## config.mk

```make
export PLATFORM = sky130hd
export DESIGN_NAME = wav_pcm16_parse_downmix_unit
export DESIGN_NICKNAME = d
export VERILOG_FILES = /design/src/rtl/wpd_pkg.sv /design/src/rtl/wpd_ctrl.sv /design/src/rtl/wpd_dp.sv /design/src/rtl/wav_pcm16_parse_downmix_unit.sv
export SDC_FILE = /design/constraint.sdc
export NUM_CORES = 1
export LEC_CHECK = 0
export BUFFER_PORTS_ARGS = -buffer_cell sky130_fd_sc_hd__buf_2
export CELL_PAD_IN_SITES_DETAIL_PLACEMENT = 2
export CELL_PAD_IN_SITES_GLOBAL_PLACEMENT = 2
export CORE_MARGIN = 1.5
export CORE_UTILIZATION = 39
export DETAILED_ROUTE_END_ITERATION = 12
export GPL_ROUTABILITY_DRIVEN = 1
export PLACE_DENSITY_LB_ADDON = 0.15
export SLEW_MARGIN = 25
export SYNTH_ARGS = -nofsm -noshare
export SYNTH_HDL_FRONTEND = slang
export SYNTH_SLANG_ARGS = --single-unit
```

## constraint.sdc

```tcl
create_clock -name clk -period 8.93 [get_ports clk]
set_input_delay 0 -clock clk [delete_from_list [all_inputs] [get_ports clk]]
set_output_delay 0 -clock clk [all_outputs]
set_load 0.03 [all_outputs]
```

## src/rtl/wpd_pkg.sv

```systemverilog
// shared types and constants of the wav pcm16 parser and downmix block
// parse phase encoding, controller/datapath command and status records, result record
// no dependencies
package wpd_pkg;

  localparam int MAX_CHANNELS_DEF = 8;

  // running frame sum, wide enough for 64 channels of 16-bit samples
  localparam int MIX_W  = 24;
  localparam int CIDX_W = 7;
  localparam int DCNT_W = $clog2(MIX_W);

  localparam logic [31:0] TAG_RIFF = 32'h5249_4646;
  localparam logic [31:0] TAG_WAVE = 32'h5741_5645;
  localparam logic [31:0] TAG_FMT  = 32'h666D_7420;
  localparam logic [31:0] TAG_DATA = 32'h6461_7461;

  localparam logic [15:0] FMT_PCM   = 16'd1;
  localparam logic [15:0] PCM_BITS  = 16'd16;
  localparam logic [31:0] FMT_BYTES = 32'd16;

  localparam logic [2:0] ST_OK       = 3'd0;
  localparam logic [2:0] ST_NO_RIFF  = 3'd1;
  localparam logic [2:0] ST_NO_WAVE  = 3'd2;
  localparam logic [2:0] ST_BAD_FMT  = 3'd3;
  localparam logic [2:0] ST_NO_FMT   = 3'd4;

  typedef enum logic [10:0] {
    PH_RIFF  = 11'b000_0000_0001,
    PH_RSIZE = 11'b000_0000_0010,
    PH_WAVE  = 11'b000_0000_0100,
    PH_TAG   = 11'b000_0000_1000,
    PH_SIZE  = 11'b000_0001_0000,
    PH_FMTA  = 11'b000_0010_0000,
    PH_FMTB  = 11'b000_0100_0000,
    PH_SKIP  = 11'b000_1000_0000,
    PH_DATA  = 11'b001_0000_0000,
    PH_PAD   = 11'b010_0000_0000,
    PH_IDLE  = 11'b100_0000_0000
  } phase_t;

  typedef enum logic [1:0] {
    SEQ_RUN = 2'b01,
    SEQ_DIV = 2'b10
  } seq_t;

  typedef struct packed {
    logic       tag_shift;
    logic       size_clear;
    logic       size_load;
    logic       size_sub16;
    logic       fmt_cap;
    logic       fmt_second;
    logic [2:0] idx;
    logic       rem_dec;
    logic       mix_clear;
    logic       data_low;
    logic       data_high;
    logic       pend_load;
    logic       push_now;
    logic       div_step;
    logic       push_div;
    logic       fin;
    logic [2:0] fin_status;
    logic       clear;
  } cmd_t;

  typedef struct packed {
    logic shift_riff;
    logic shift_wave;
    logic tag_fmt;
    logic tag_data;
    logic size_odd;
    logic size_zero;
    logic size_lt16;
    logic rem_zero;
    logic rem_one;
    logic fmt_ok;
    logic frame_done;
    logic div_last;
    logic q_full;
  } sts_t;

  typedef struct packed {
    logic        sample_valid;
    logic [15:0] sample_out;
    logic        finished;
    logic [2:0]  status;
    logic [31:0] rate_out;
    logic [15:0] channel_count;
  } res_t;

endpackage

```

## src/rtl/wpd_ctrl.sv

```systemverilog
// parse controller: walks riff header and chunks, sequences the frame divide
// drives wpd_dp through wpd_pkg::cmd_t, reads wpd_pkg::sts_t
// depends on wpd_pkg
module wpd_ctrl (
  input  logic          clk,
  input  logic          rst,
  input  logic          s_tvalid,
  output logic          s_tready,
  input  logic          s_tlast,
  input  wpd_pkg::sts_t sts,
  output wpd_pkg::cmd_t cmd
);

  wpd_pkg::phase_t phase, phase_next;
  wpd_pkg::seq_t   seq, seq_next;
  logic [2:0]      idx, idx_next;
  logic            odd_pad, odd_pad_next;
  logic            fmt_seen, fmt_seen_next;
  logic            done, done_next;
  logic            acc;
  logic            fin_req;
  logic [2:0]      fin_code;

  always_comb begin
    phase_next    = phase;
    seq_next      = seq;
    idx_next      = idx;
    odd_pad_next  = odd_pad;
    fmt_seen_next = fmt_seen;
    done_next     = done;
    fin_req       = 1'b0;
    fin_code      = wpd_pkg::ST_OK;
    cmd           = '0;
    cmd.idx       = idx;
    s_tready      = (seq == wpd_pkg::SEQ_RUN) && !sts.q_full;
    acc           = s_tvalid && s_tready;

    if (seq == wpd_pkg::SEQ_DIV) begin
      cmd.div_step = 1'b1;
      if (sts.div_last) begin
        cmd.push_div = 1'b1;
        seq_next     = wpd_pkg::SEQ_RUN;
      end
    end

    if (acc) begin
      case (phase)
        wpd_pkg::PH_RIFF, wpd_pkg::PH_WAVE, wpd_pkg::PH_TAG: begin
          cmd.tag_shift = 1'b1;
          idx_next      = idx + 3'd1;
          if (idx >= 3'd3) begin
            idx_next = 3'd0;
            if (phase == wpd_pkg::PH_RIFF) begin
              if (!sts.shift_riff) begin
                fin_req  = 1'b1;
                fin_code = wpd_pkg::ST_NO_RIFF;
              end else begin
                phase_next = wpd_pkg::PH_RSIZE;
              end
            end else if (phase == wpd_pkg::PH_WAVE) begin
              if (!sts.shift_wave) begin
                fin_req  = 1'b1;
                fin_code = wpd_pkg::ST_NO_WAVE;
              end else begin
                phase_next = wpd_pkg::PH_TAG;
              end
            end else begin
              cmd.size_clear = 1'b1;
              phase_next     = wpd_pkg::PH_SIZE;
            end
          end
        end
        wpd_pkg::PH_RSIZE: begin
          idx_next = idx + 3'd1;
          if (idx >= 3'd3) begin
            idx_next   = 3'd0;
            phase_next = wpd_pkg::PH_WAVE;
          end
        end
        wpd_pkg::PH_SIZE: begin
          cmd.size_load = 1'b1;
          idx_next      = idx + 3'd1;
          if (idx >= 3'd3) begin
            // chunk size complete
            odd_pad_next = sts.size_odd;
            idx_next     = 3'd0;
            if (sts.tag_fmt) begin
              if (sts.size_lt16) begin
                fin_req  = 1'b1;
                fin_code = wpd_pkg::ST_BAD_FMT;
              end else begin
                cmd.size_sub16 = 1'b1;
                phase_next     = wpd_pkg::PH_FMTA;
              end
            end else if (sts.tag_data) begin
              if (!fmt_seen) begin
                fin_req  = 1'b1;
                fin_code = wpd_pkg::ST_NO_FMT;
              end else if (!sts.fmt_ok) begin
                fin_req  = 1'b1;
                fin_code = wpd_pkg::ST_BAD_FMT;
              end else if (sts.size_zero) begin
                phase_next = sts.size_odd ? wpd_pkg::PH_PAD : wpd_pkg::PH_TAG;
              end else begin
                cmd.mix_clear = 1'b1;
                phase_next    = wpd_pkg::PH_DATA;
              end
            end else if (sts.size_zero) begin
              phase_next = sts.size_odd ? wpd_pkg::PH_PAD : wpd_pkg::PH_TAG;
            end else begin
              phase_next = wpd_pkg::PH_SKIP;
            end
          end
        end
        wpd_pkg::PH_FMTA: begin
          cmd.fmt_cap = 1'b1;
          idx_next    = idx + 3'd1;
          if (idx == 3'd7) begin
            phase_next = wpd_pkg::PH_FMTB;
          end
        end
        wpd_pkg::PH_FMTB: begin
          cmd.fmt_cap    = 1'b1;
          cmd.fmt_second = 1'b1;
          idx_next       = idx + 3'd1;
          if (idx == 3'd7) begin
            fmt_seen_next = 1'b1;
            idx_next      = 3'd0;
            if (sts.rem_zero) begin
              phase_next = odd_pad ? wpd_pkg::PH_PAD : wpd_pkg::PH_TAG;
            end else begin
              phase_next = wpd_pkg::PH_SKIP;
            end
          end
        end
        wpd_pkg::PH_SKIP: begin
          cmd.rem_dec = 1'b1;
          if (sts.rem_one) begin
            phase_next = odd_pad ? wpd_pkg::PH_PAD : wpd_pkg::PH_TAG;
            idx_next   = 3'd0;
          end
        end
        wpd_pkg::PH_PAD: begin
          phase_next = wpd_pkg::PH_TAG;
          idx_next   = 3'd0;
        end
        wpd_pkg::PH_DATA: begin
          cmd.rem_dec = 1'b1;
          if (!idx[0]) begin
            cmd.data_low = 1'b1;
            idx_next     = 3'd1;
          end else begin
            cmd.data_high = 1'b1;
            idx_next      = 3'd0;
            if (sts.frame_done) begin
              cmd.pend_load = 1'b1;
              seq_next      = wpd_pkg::SEQ_DIV;
            end
          end
          if (sts.rem_one) begin
            fin_req  = 1'b1;
            fin_code = wpd_pkg::ST_OK;
          end
        end
        default: begin
        end
      endcase

      if (fin_req) begin
        done_next  = 1'b1;
        phase_next = wpd_pkg::PH_IDLE;
      end

      // early end of file
      if (s_tlast && !done_next) begin
        fin_req = 1'b1;
        if (phase_next == wpd_pkg::PH_RIFF) begin
          fin_code = wpd_pkg::ST_NO_RIFF;
        end else if (phase_next == wpd_pkg::PH_RSIZE || phase_next == wpd_pkg::PH_WAVE) begin
          fin_code = wpd_pkg::ST_NO_WAVE;
        end else if (fmt_seen_next && sts.fmt_ok) begin
          fin_code = wpd_pkg::ST_OK;
        end else begin
          fin_code = wpd_pkg::ST_BAD_FMT;
        end
      end

      cmd.fin        = fin_req;
      cmd.fin_status = fin_code;
      if (!cmd.pend_load && fin_req) begin
        cmd.push_now = 1'b1;
      end

      if (s_tlast) begin
        phase_next    = wpd_pkg::PH_RIFF;
        idx_next      = 3'd0;
        odd_pad_next  = 1'b0;
        fmt_seen_next = 1'b0;
        done_next     = 1'b0;
        cmd.clear     = 1'b1;
      end
    end
  end

  always_ff @(posedge clk) begin
    if (rst) begin
      phase    <= wpd_pkg::PH_RIFF;
      seq      <= wpd_pkg::SEQ_RUN;
      idx      <= 3'd0;
      odd_pad  <= 1'b0;
      fmt_seen <= 1'b0;
      done     <= 1'b0;
    end else begin
      phase    <= phase_next;
      seq      <= seq_next;
      idx      <= idx_next;
      odd_pad  <= odd_pad_next;
      fmt_seen <= fmt_seen_next;
      done     <= done_next;
    end
  end

endmodule

```

## src/rtl/wpd_dp.sv

```systemverilog
// parse datapath: tag and size registers, fmt fields, frame sum, serial divider,
// two-entry result queue toward the output stream
// depends on wpd_pkg
module wpd_dp #(
  parameter int MAX_CHANNELS = wpd_pkg::MAX_CHANNELS_DEF
) (
  input  logic          clk,
  input  logic          rst,
  input  logic [7:0]    byte_in,
  input  wpd_pkg::cmd_t cmd,
  output wpd_pkg::sts_t sts,
  output logic          m_tvalid,
  input  logic          m_tready,
  output logic [71:0]   m_tdata,
  output logic [1:0]    m_tuser
);

  localparam int DIV_W = $clog2(MAX_CHANNELS + 1);

  logic [31:0]              tag_shift;
  logic [31:0]              chunk_rem;
  logic [15:0]              format_code;
  logic [15:0]              channel_total;
  logic [15:0]              sample_bits;
  logic [31:0]              rate_reg;
  logic [7:0]               low_byte_hold;
  logic [wpd_pkg::CIDX_W-1:0] channel_index;
  logic [wpd_pkg::MIX_W-1:0]  mix_sum;

  logic [31:0]              tag_shifted;
  logic [31:0]              size_asm;
  logic [15:0]              code_n, chan_n, bits_n;
  logic [31:0]              rate_n;
  logic signed [15:0]       samp;
  logic [wpd_pkg::MIX_W-1:0]  mix_n;
  logic [wpd_pkg::CIDX_W-1:0] cidx_inc;
  logic                     frame_done;

  // serial divider
  logic                       div_neg;
  logic [wpd_pkg::MIX_W-1:0]  div_quo;
  logic [DIV_W-1:0]           div_rem;
  logic [DIV_W-1:0]           div_den;
  logic [wpd_pkg::DCNT_W-1:0] div_cnt;
  logic [DIV_W:0]             rem_sh;
  logic                       rem_ge;
  logic [DIV_W:0]             rem_diff;
  logic [wpd_pkg::MIX_W-1:0]  quo_nx;
  logic [wpd_pkg::MIX_W-1:0]  quo_signed;

  wpd_pkg::res_t res_now, pend, pend_done, push_val;
  wpd_pkg::res_t q0, q1;
  logic [1:0]    q_count;
  logic          push, pop;
  logic          push_head;

  assign tag_shifted = {tag_shift[23:0], byte_in};
  assign size_asm    = chunk_rem | ({24'd0, byte_in} << {cmd.idx[1:0], 3'b000});

  always_comb begin
    code_n = format_code;
    chan_n = channel_total;
    bits_n = sample_bits;
    rate_n = rate_reg;
    if (cmd.fmt_cap) begin
      if (!cmd.fmt_second) begin
        case (cmd.idx)
          3'd0: code_n = {8'd0, byte_in};
          3'd1: code_n[15:8] = byte_in;
          3'd2: chan_n = {8'd0, byte_in};
          3'd3: chan_n[15:8] = byte_in;
          3'd4: rate_n = {24'd0, byte_in};
          3'd5: rate_n[15:8] = byte_in;
          3'd6: rate_n[23:16] = byte_in;
          default: rate_n[31:24] = byte_in;
        endcase
      end else if (cmd.idx == 3'd6) begin
        bits_n = {8'd0, byte_in};
      end else if (cmd.idx == 3'd7) begin
        bits_n[15:8] = byte_in;
      end
    end
  end

  assign samp       = {byte_in, low_byte_hold};
  assign mix_n      = mix_sum + {{(wpd_pkg::MIX_W-16){samp[15]}}, samp};
  assign cidx_inc   = channel_index + 1'b1;
  assign frame_done = (channel_total != 16'd0) &&
                      ({{(16-wpd_pkg::CIDX_W){1'b0}}, cidx_inc} >= channel_total);

  // restoring divide, one quotient bit a cycle
  assign rem_sh     = {div_rem, div_quo[wpd_pkg::MIX_W-1]};
  assign rem_ge     = rem_sh >= {1'b0, div_den};
  assign rem_diff   = rem_sh - {1'b0, div_den};
  assign quo_nx     = {div_quo[wpd_pkg::MIX_W-2:0], rem_ge};
  assign quo_signed = div_neg ? (~quo_nx + 1'b1) : quo_nx;

  always_comb begin
    sts            = '0;
    sts.shift_riff = tag_shifted == wpd_pkg::TAG_RIFF;
    sts.shift_wave = tag_shifted == wpd_pkg::TAG_WAVE;
    sts.tag_fmt    = tag_shift == wpd_pkg::TAG_FMT;
    sts.tag_data   = tag_shift == wpd_pkg::TAG_DATA;
    sts.size_odd   = size_asm[0];
    sts.size_zero  = size_asm == 32'd0;
    sts.size_lt16  = size_asm < wpd_pkg::FMT_BYTES;
    sts.rem_zero   = chunk_rem == 32'd0;
    sts.rem_one    = chunk_rem == 32'd1;
    sts.fmt_ok     = (code_n == wpd_pkg::FMT_PCM) && (bits_n == wpd_pkg::PCM_BITS) &&
                     (chan_n != 16'd0) && (chan_n <= 16'(MAX_CHANNELS));
    sts.frame_done = frame_done;
    sts.div_last   = div_cnt == wpd_pkg::DCNT_W'(wpd_pkg::MIX_W - 1);
    sts.q_full     = q_count == 2'd2;
  end

  always_comb begin
    res_now               = '0;
    res_now.finished      = cmd.fin;
    res_now.status        = cmd.fin_status;
    res_now.rate_out      = cmd.fin ? rate_n : 32'd0;
    res_now.channel_count = cmd.fin ? chan_n : 16'd0;
    pend_done              = pend;
    pend_done.sample_valid = 1'b1;
    pend_done.sample_out   = quo_signed[15:0];
    push_val               = cmd.push_div ? pend_done : res_now;
  end

  assign push      = cmd.push_now || cmd.push_div;
  assign pop       = m_tready && (q_count != 2'd0);
  assign push_head = push && (q_count == 2'd0 || (q_count == 2'd1 && pop));

  always_ff @(posedge clk) begin
    if (rst || cmd.clear) begin
      tag_shift     <= '0;
      chunk_rem     <= '0;
      format_code   <= '0;
      channel_total <= '0;
      sample_bits   <= '0;
      rate_reg      <= '0;
      low_byte_hold <= '0;
      channel_index <= '0;
      mix_sum       <= '0;
    end else begin
      format_code   <= code_n;
      channel_total <= chan_n;
      sample_bits   <= bits_n;
      rate_reg      <= rate_n;
      if (cmd.tag_shift) begin
        tag_shift <= tag_shifted;
      end
      if (cmd.size_clear) begin
        chunk_rem <= '0;
      end else if (cmd.size_load) begin
        chunk_rem <= cmd.size_sub16 ? (size_asm - wpd_pkg::FMT_BYTES) : size_asm;
      end else if (cmd.rem_dec) begin
        chunk_rem <= chunk_rem - 32'd1;
      end
      if (cmd.data_low) begin
        low_byte_hold <= byte_in;
      end
      if (cmd.mix_clear) begin
        channel_index <= '0;
        mix_sum       <= '0;
      end else if (cmd.data_high) begin
        if (frame_done) begin
          channel_index <= '0;
          mix_sum       <= '0;
        end else begin
          channel_index <= cidx_inc;
          mix_sum       <= mix_n;
        end
      end
    end
  end

  // divider and pending result are not touched by the end-of-file clear
  always_ff @(posedge clk) begin
    if (rst) begin
      div_cnt <= '0;
    end else if (cmd.pend_load) begin
      div_cnt <= '0;
    end else if (cmd.div_step) begin
      div_cnt <= div_cnt + 1'b1;
    end
  end

  always_ff @(posedge clk) begin
    if (cmd.pend_load) begin
      pend    <= res_now;
      div_neg <= mix_n[wpd_pkg::MIX_W-1];
      div_quo <= mix_n[wpd_pkg::MIX_W-1] ? (~mix_n + 1'b1) : mix_n;
      div_rem <= '0;
      div_den <= channel_total[DIV_W-1:0];
    end else if (cmd.div_step) begin
      div_quo <= quo_nx;
      div_rem <= rem_ge ? rem_diff[DIV_W-1:0] : rem_sh[DIV_W-1:0];
    end
  end

  // result queue, q0 is the head
  always_ff @(posedge clk) begin
    if (rst) begin
      q_count <= 2'd0;
    end else begin
      case ({push, pop})
        2'b10: q_count <= q_count + 2'd1;
        2'b01: q_count <= q_count - 2'd1;
        default: q_count <= q_count;
      endcase
    end
  end

  always_ff @(posedge clk) begin
    if (push_head) begin
      q0 <= push_val;
    end else if (pop) begin
      q0 <= q1;
    end
    if (push && !push_head) begin
      q1 <= push_val;
    end
  end

  assign m_tvalid = q_count != 2'd0;
  assign m_tdata  = {5'd0, q0.channel_count, q0.rate_out, q0.status, q0.sample_out};
  assign m_tuser  = {q0.finished, q0.sample_valid};

endmodule

```

## src/rtl/wav_pcm16_parse_downmix_unit.sv

```systemverilog
// top level of the byte-serial wav parser with pcm16 mono downmix
// instantiates wpd_ctrl and wpd_dp; depends on wpd_pkg
//
// usage:
//   input stream: one file byte per request on s_tdata[7:0], s_tlast on the
//   final byte of a file. the parser checks riff/wave, walks the chunks,
//   captures fmt and downmixes each frame of the data chunk to one sample.
//   output stream: one result per request. m_tuser[0] flags a mono sample in
//   m_tdata[15:0], m_tuser[1] flags the end status with status, rate and
//   channel count; both may share one result.
// timing:
//   header, fmt and skipped bytes are taken one per cycle while no divide runs
//   and the queue is not full. the last byte of every audio frame starts a
//   restoring divide by the channel count, one quotient bit a cycle over the
//   24-bit frame sum; the sample enters the output queue on the final divide
//   step, and m_tvalid follows the registered queue count. a status-only
//   result enters the queue in the cycle its byte is taken.
// reset and stall:
//   rst returns the parser to the riff tag and empties the queue. results sit
//   in a two-entry queue; input is held off only while the queue is full or a
//   divide runs, so one waiting result never blocks the parser.
module wav_pcm16_parse_downmix_unit #(
  parameter int MAX_CHANNELS = wpd_pkg::MAX_CHANNELS_DEF
) (
  input  logic        clk,
  input  logic        rst,
  input  logic        s_tvalid,
  output logic        s_tready,
  input  logic [7:0]  s_tdata,   // byte_in
  input  logic        s_tlast,   // last_byte
  output logic        m_tvalid,
  input  logic        m_tready,
  output logic [71:0] m_tdata,   // sample_out, status, rate_out, channel_count, zero pad
  output logic [1:0]  m_tuser    // sample_valid, finished
);

  wpd_pkg::cmd_t cmd;
  wpd_pkg::sts_t sts;

  // phase sequencing and handshake
  wpd_ctrl u_ctrl (
    .clk      (clk),
    .rst      (rst),
    .s_tvalid (s_tvalid),
    .s_tready (s_tready),
    .s_tlast  (s_tlast),
    .sts      (sts),
    .cmd      (cmd)
  );

  // field registers, frame sum, divider and result queue
  wpd_dp #(
    .MAX_CHANNELS (MAX_CHANNELS)
  ) u_dp (
    .clk      (clk),
    .rst      (rst),
    .byte_in  (s_tdata),
    .cmd      (cmd),
    .sts      (sts),
    .m_tvalid (m_tvalid),
    .m_tready (m_tready),
    .m_tdata  (m_tdata),
    .m_tuser  (m_tuser)
  );

endmodule
```

# Word level (Yosys, flattened, before mapping)
# Cells that the tools add are included.
op_classes:
  n_addsub: 11
  n_lt_le_gt_ge: 5
  n_eq_ne: 35
  n_shift: 1
  n_mux: 143
  n_bitwise: 3
  reduce_logical: 45
op_table:
  columns: ["op", "count"]
  rows:
  - ["2-to-1 mux 11 bit", 21]
  - ["2-to-1 mux 69 bit", 3]
  - ["2-to-1 mux 32 bit", 6]
  - ["equality test 32 x 31 -> 1 bit, second input constant", 4]
  - ["2-to-1 mux 16 bit", 8]
  - ["2-to-1 mux 24 bit", 4]
  - ["one-hot mux 8 bit (2 select lines)", 5]
  - ["one-hot mux 11 bit (7 select lines)", 1]
  - ["zero test 32 bit", 2]
  - ["2-to-1 mux 1 bit", 48]
  - ["2-to-1 mux 3 bit", 16]
  - ["2-to-1 mux 8 bit", 6]
  - ["equality test 32 x 1 -> 1 bit, second input constant", 1]
  - ["< comparator 32 x 5 -> 1 bit, second input constant", 1]
  - ["bitwise OR 32 bit", 1]
  - ["nonzero test 16 bit", 2]
  - ["<< shifter 8 x 5 -> 32 bit", 1]
  - ["subtractor 32 x 1 -> 32 bit, second input constant", 1]
  - ["subtractor 32 x 5 -> 32 bit, second input constant", 1]
  - ["2-to-1 mux 2 bit", 14]
  - ["adder 24 x 1 -> 24 bit, second input constant", 1]
  - ["adder 24 bit", 1]
  - ["inverter 24 bit", 1]
  - ["equality test 11 x 1 -> 1 bit, second input constant", 2]
  - ["51 further kinds", 92]
totals:
  reg_bits: 432
  in_bits: 13
  output_inout_bits: 76
  word_cells: 280

# Longest topological paths before layout
depth:
  ltp_word: 34
  ltp_mapped: 18
  depth_no_buf: 17

# Modules after synthesis
# From an unflattened synthesis, not the netlist that was laid out.
unflattened:
  cells_unflattened: 2379
  hier_area_um2: 22634.2
by_module_without_submodules:
  columns: ["mod", "instances", "cells_each", "area_per_inst_um2", "seq_area_each_um2"]
  rows:
  - ["wpd_dp", 1, 2101, 20711.1, 10460.0]
  - ["wpd_ctrl", 1, 278, 1923.1, 380.4]

# Least setup slack after synthesis
# No wires, ideal clock.
synth_path:
  kind: "reg-to-reg"
  from: "register u_ctrl.idx[0]"
  to: "register u_dp.q1[0] in the netlist's numbering, enable pin"
  setup_time_ns: 0.496
  t_arrival_ns: 6.205
  required_time_ns: 8.434
  path_slack_ns: 2.228
  path_stages_with_launch: 16
  path_buffers: 2
  synth_period_minus_slack_ns: 6.702
  path_cell_list: "dfxtp_1 buf_2 clkbuf_1 nor2_1 a21oi_1 ha_1 nor4b_1 o211ai_1 nor4_1 and4_1 nor2_1 o31a_1 a21boi_2 inv_2 a21oi_1 nor2_1"
synth_between:
  elab_chain_len: 29
  word_cells_on_any_way: 56
  cone_classes: "order compare (3); eq/ne (7); shift (1); mux (31); bitwise (1); reduce/logical (13)"
synth_rtl:
  columns: ["item", "line", "rtl"]
  rows:
  - ["start: declaration", "wpd_ctrl.sv:16", "logic [2:0] idx, idx_next;"]
  - ["start signal: assignment", "wpd_ctrl.sv:216", "idx <= idx_next;"]
  - ["parallel branches: the longest is 22 deep, another holds less-or-equal comparator 16 x 4 -> 1 bit", null, null]
  - ["logical AND 1 bit (*)", "wpd_ctrl.sv:190", "if (!cmd.pend_load && fin_req) begin"]
  - ["2-to-1 mux 1 bit (*)", "wpd_ctrl.sv:190", null]
  - ["2-to-1 mux 6 bit (*)", "wpd_ctrl.sv:46", "if (acc) begin"]
  - ["logical OR 1 bit (*)", "wpd_dp.sv:128", "assign push = cmd.push_now || cmd.push_div;"]
  - ["logical AND 1 bit", "wpd_dp.sv:130", "assign push_head = push && (q_count == 2'd0 || (q_count == 2'd1 && pop));"]
  - ["zero test 1 bit", "wpd_dp.sv:219", "if (push && !push_head) begin"]
  - ["logical AND 1 bit (*)", "wpd_dp.sv:219", null]
  - ["end signal: assignment", "wpd_dp.sv:220", "q1 <= push_val;"]
  - ["end: declaration", "wpd_dp.sv:52", "wpd_pkg::res_t q0, q1;"]
# Mark *: on every way between the ends. The select of a mux whose other input is x is not followed.
# A chain may end at the register's enable or synchronous reset.

# Final worst setup path
layout_path:
  from: "register u_ctrl.idx[1]"
  to: "register u_dp.q1[26] in the netlist's numbering, enable pin"
layout_between:
  elab_chain_len: 29
  word_cells_on_any_way: 52
  cone_classes: "order compare (3); eq/ne (7); shift (1); mux (28); bitwise (1); reduce/logical (12)"
layout_rtl:
  columns: ["item", "line", "rtl"]
  rows:
  - ["parallel branches: the longest is 14 deep, another holds less-or-equal comparator 16 x 4 -> 1 bit", null, null]
  - ["one-hot mux 1 bit (3 select lines) (*)", "wpd_ctrl.sv:47", "case (phase)"]
  - ["2-to-1 mux 1 bit (*)", "wpd_ctrl.sv:46", null]
  - ["2-to-1 mux 1 bit", "wpd_ctrl.sv:169", "if (fin_req) begin"]
  - ["2-to-1 mux 1 bit", "wpd_ctrl.sv:46", null]
  - ["zero test 1 bit", "wpd_ctrl.sv:175", "if (s_tlast && !done_next) begin"]
  - ["logical AND 1 bit", "wpd_ctrl.sv:175", null]
  - ["2-to-1 mux 1 bit (*)", "wpd_ctrl.sv:175", null]
  - ["2-to-1 mux 1 bit (*)", "wpd_ctrl.sv:46", null]
  - ["logical AND 1 bit (*)", "wpd_ctrl.sv:190", null]
  - ["2-to-1 mux 1 bit (*)", "wpd_ctrl.sv:190", null]
  - ["2-to-1 mux 6 bit (*)", "wpd_ctrl.sv:46", null]
  - ["logical OR 1 bit (*)", "wpd_dp.sv:128", null]
  - ["logical AND 1 bit", "wpd_dp.sv:130", null]
  - ["zero test 1 bit", "wpd_dp.sv:219", null]
  - ["logical AND 1 bit (*)", "wpd_dp.sv:219", null]
# Marked as above.

==> impl_metrics.tcl <==
set metrics [dict create \
    clock-skew-final_ns 0.0529 \
    grt_use_total 0.278 \
    yosysTopAreaCell "edfxtp_1" \
    power_leakage_nw 9.73 \
    report.final.slew_viol_count 0 \
    ctsLongestPathBuffers 3 \
    largest-register "u_dp.q1" \
    largest_reg_flops 69 \
    drtAntennaViolNets 0 \
    startpoint_type "flip-flop" \
    p_clk_frac 0.381 \
    drtIter0Drc 1144 \
    final.setup.tns_ns 0 \
    area_growth_pct 12.8 \
    netlist_area_um2 22900 \
    finalHoldViolations 0 \
    cts.clk_slew.worst_paths_ns 0.06 \
    swShare 0.320 \
    maxSlewHeadroom 0.350 \
    fp.dieW_um 245 \
    synth-edff-count 219 \
    totalWireLength_um 84300 \
    synth_top_area_frac 0.287 \
    numPlacedInstances 3347 \
    antenna_found_initial 0 \
    yosys_register_bits 432 \
    fin_util 0.446 \
    fillers 6317 \
    synth.area.top_cells "edfxtp_1 29%, dfxtp_1 19%, nand2_1 8.6%" \
    numPortBuffers 83 \
    ctsHtreeMaxLevel 2 \
    max-vdd-ir-drop_uv 193 \
    regArea_um2 10800 \
    wl_per_cell_um 24.4 \
    gr-total-overflow 0 \
    power.density_nw_per_um2 217 \
    clk_latency_ns 0.63 \
    cp.buffers_inverters 3 \
    via_count 20400 \
    cp.required_ns 9.18 \
    numCtsBuffers 50 \
    fp.dieH_um 245 \
    drc 0 \
    rows 88 \
    grt_pass1_wl_um 131000 \
    initial_utilization 0.396 \
    rsz0062_at_grt "no" \
    ioPinCount 89 \
    cts_tree "yes" \
    first_pass_iters 5 \
    nets 2711 \
    dp_hpwl_um 57600 \
    fin_crit_sh 0.684 \
    grt_max_degree 72 \
    place_congestion 0.889 \
    diodes 0 \
    synthArstFlopShare 0 \
    cts_setup_buffers 0 \
    critPathArrivalTime_ns 6.36 \
    cts-resized-gates 0 \
    drive_gt1_frac 0.100 \
    p_sw_mw 1.80 \
    grt_pass1_vias 22300 \
    numClockSinks 432 \
    syn_inst 2619 \
    cp_top_family "simple AND/OR/NAND/NOR gates" \
    ys.flop_type "edfxtp_1" \
    cts_root_buf "clkbuf_16" \
    path_cells "ha_1 > ha_1 > or4b_2 > or4_1 > nor3b_1 > o311a_1 > and3_1 > nand4_1 > a21boi_4 > buf_4 > inv_2 > a21oi_1 > nor2_4 > buf_4" \
    finalSetupViolations 0 \
    synthDistinctLibCells 96 \
    worst-path-max-fanout 52 \
    multiInputGateArea_um2 11300 \
    worstMarginPinSlew_ns 0.973 \
    avgSynthCellArea_um2 8.75 \
    cell_internal_pwr_mw 3.82 \
    post-route-min-period_ns 6.11 \
    pwr-share-seq 0.424 \
    avgViaCountPerCell 5.92 \
    comb_power_share 0.195 \
    ys_warn_count 0 \
    critPathKind "reg2reg" \
    fmax_mhz 164 \
    dieArea_um2 60200 \
    seq_area_frac_synth 0.473 \
    slowest_stage "dfxtp_1" \
    fin_cells 3452 \
    endpoint_kind "flip-flop" \
    min_path_type "in2reg" \
    status "finished clean" \
    cap_violations 0 \
    core_area_um2 57900 \
    max_stage_delay_ns 0.78 \
]
[power groups by stage]
stage	sequential (mW)	combinational, mW	clock, mW
after global placement	2.41	1.04	0
after global routing	2.40	1.17	2.26
after floorplan	2.66	0.473	0
after CTS	2.39	1.09	2.18
after detailed placement	2.43	1.08	0
final	2.38	1.09	2.14
[cell type report]
| type | count | share of cell area |
|---|---|---|
| Multi-Input combinational cell | 1978 | 0.438 |
| Sequential cell | 432 | 0.419 |
| Clock buffer | 75 | 0.0563 |
| Tap cell | 765 | 0.0370 |
| Timing Repair Buffer | 132 | 0.0318 |
| Clock inverter | 19 | 0.0101 |
| Inverter | 51 | 0.00741 |
[layer usage]
metal  vias up  global-route usage  wire, um
met5         -                   0         0
met1     10400               0.349     36500
met2       430               0.493     42300
met3       137              0.0389      3490
li1       9419                   -         -
met4         0              0.0846      2100
[tightest hold or removal path: stages]
cell and delay [ns]:
buf_2 0.09, buf_4 0.31, nand2_1 0.13, a21oi_1 0.06
[cell usage in the layout (no fill, tap or decap), drive strengths merged, types with 38 or more instances in the layout]
master and count:
nand2 523, ha 51, o21ai 130, clkbuf 75, nand3 62, a21o 64, dfxtp 213, nor2 226
xnor2 47, nand4 38, inv 51, nor3 77, xor2 43, edfxtp 219, nor4 42, a21oi 278
buf 122
[Yosys cell counts, drive strengths merged (12+ instances only)]
cell type and n:
o31ai 16, a21oi 278, nor2b 13, mux2i 26, buf 35, and2 27, nor4 42, nand2b 17
a21o 64, nand2 523, or4 14, xor2 43, dfxtp 213, or2 15, and4 13, o211ai 12
a22oi 17, xnor2 47, inv 51, nor2 226, and3 22, o21ai 130, clkbuf 127, a31oi 16
nand3 62, nor3 77, a211oi 21, nand4 38, ha 51, or3 19, edfxtp 219
[per-stage QoR]
| step | setup slack (ns) | area [um2] | hold WS [ns] | total power [mW] |
|---|---|---|---|---|
| final | 2.82 | 25800 | 0.0540 | 5.62 |
| after global routing | 2.42 | 25800 | 0.0765 | 5.82 |
| after CTS | 2.85 | 25800 | 0.0278 | 5.66 |
| after detailed placement | 2.85 | 24000 | 0.446 | 3.51 |
| after global placement | 3.14 | 24000 | 0.437 | 3.45 |
| after floorplan | 2.23 | 22900 | 0.0785 | 3.13 |
[kinds of logic after synthesis]
family / after synthesis / share of synthesized area
AO/OA/AOI/OAI: 636 / 0.169
XOR/XNOR: 90 / 0.0344
adder cells (fa/ha/maj): 53 / 0.0296
buffers and inverters: 213 / 0.0376
flip-flops: 432 / 0.473
multiplexers: 33 / 0.0148
other: 1 / 0.000164
AND/OR/NAND/NOR: 1161 / 0.241
[final timing paths]
| kind | start | to | slack (ns) | cells past startpoint |
|---|---|---|---|---|
| max | u_ctrl.idx[1] | u_dp.q1[26] | 2.82 | 14 |
| min | s_tdata[7] | u_dp.tag_shift[7] | 0.05 | 4 |
| max reg2reg | u_ctrl.idx[1] | u_dp.q1[26] | 2.82 | 14 |
| min reg2reg | u_dp.tag_shift[29] | u_dp.tag_shift[29] | 0.45 | 2 |
[timing repair]
action                     in CTS  in global routing
setup endpoints to repair       0                  0
hold endpoints to repair       40                  0
hold buffers                   10                  0
No activity file was read; power rests on OpenSTA's default activity.
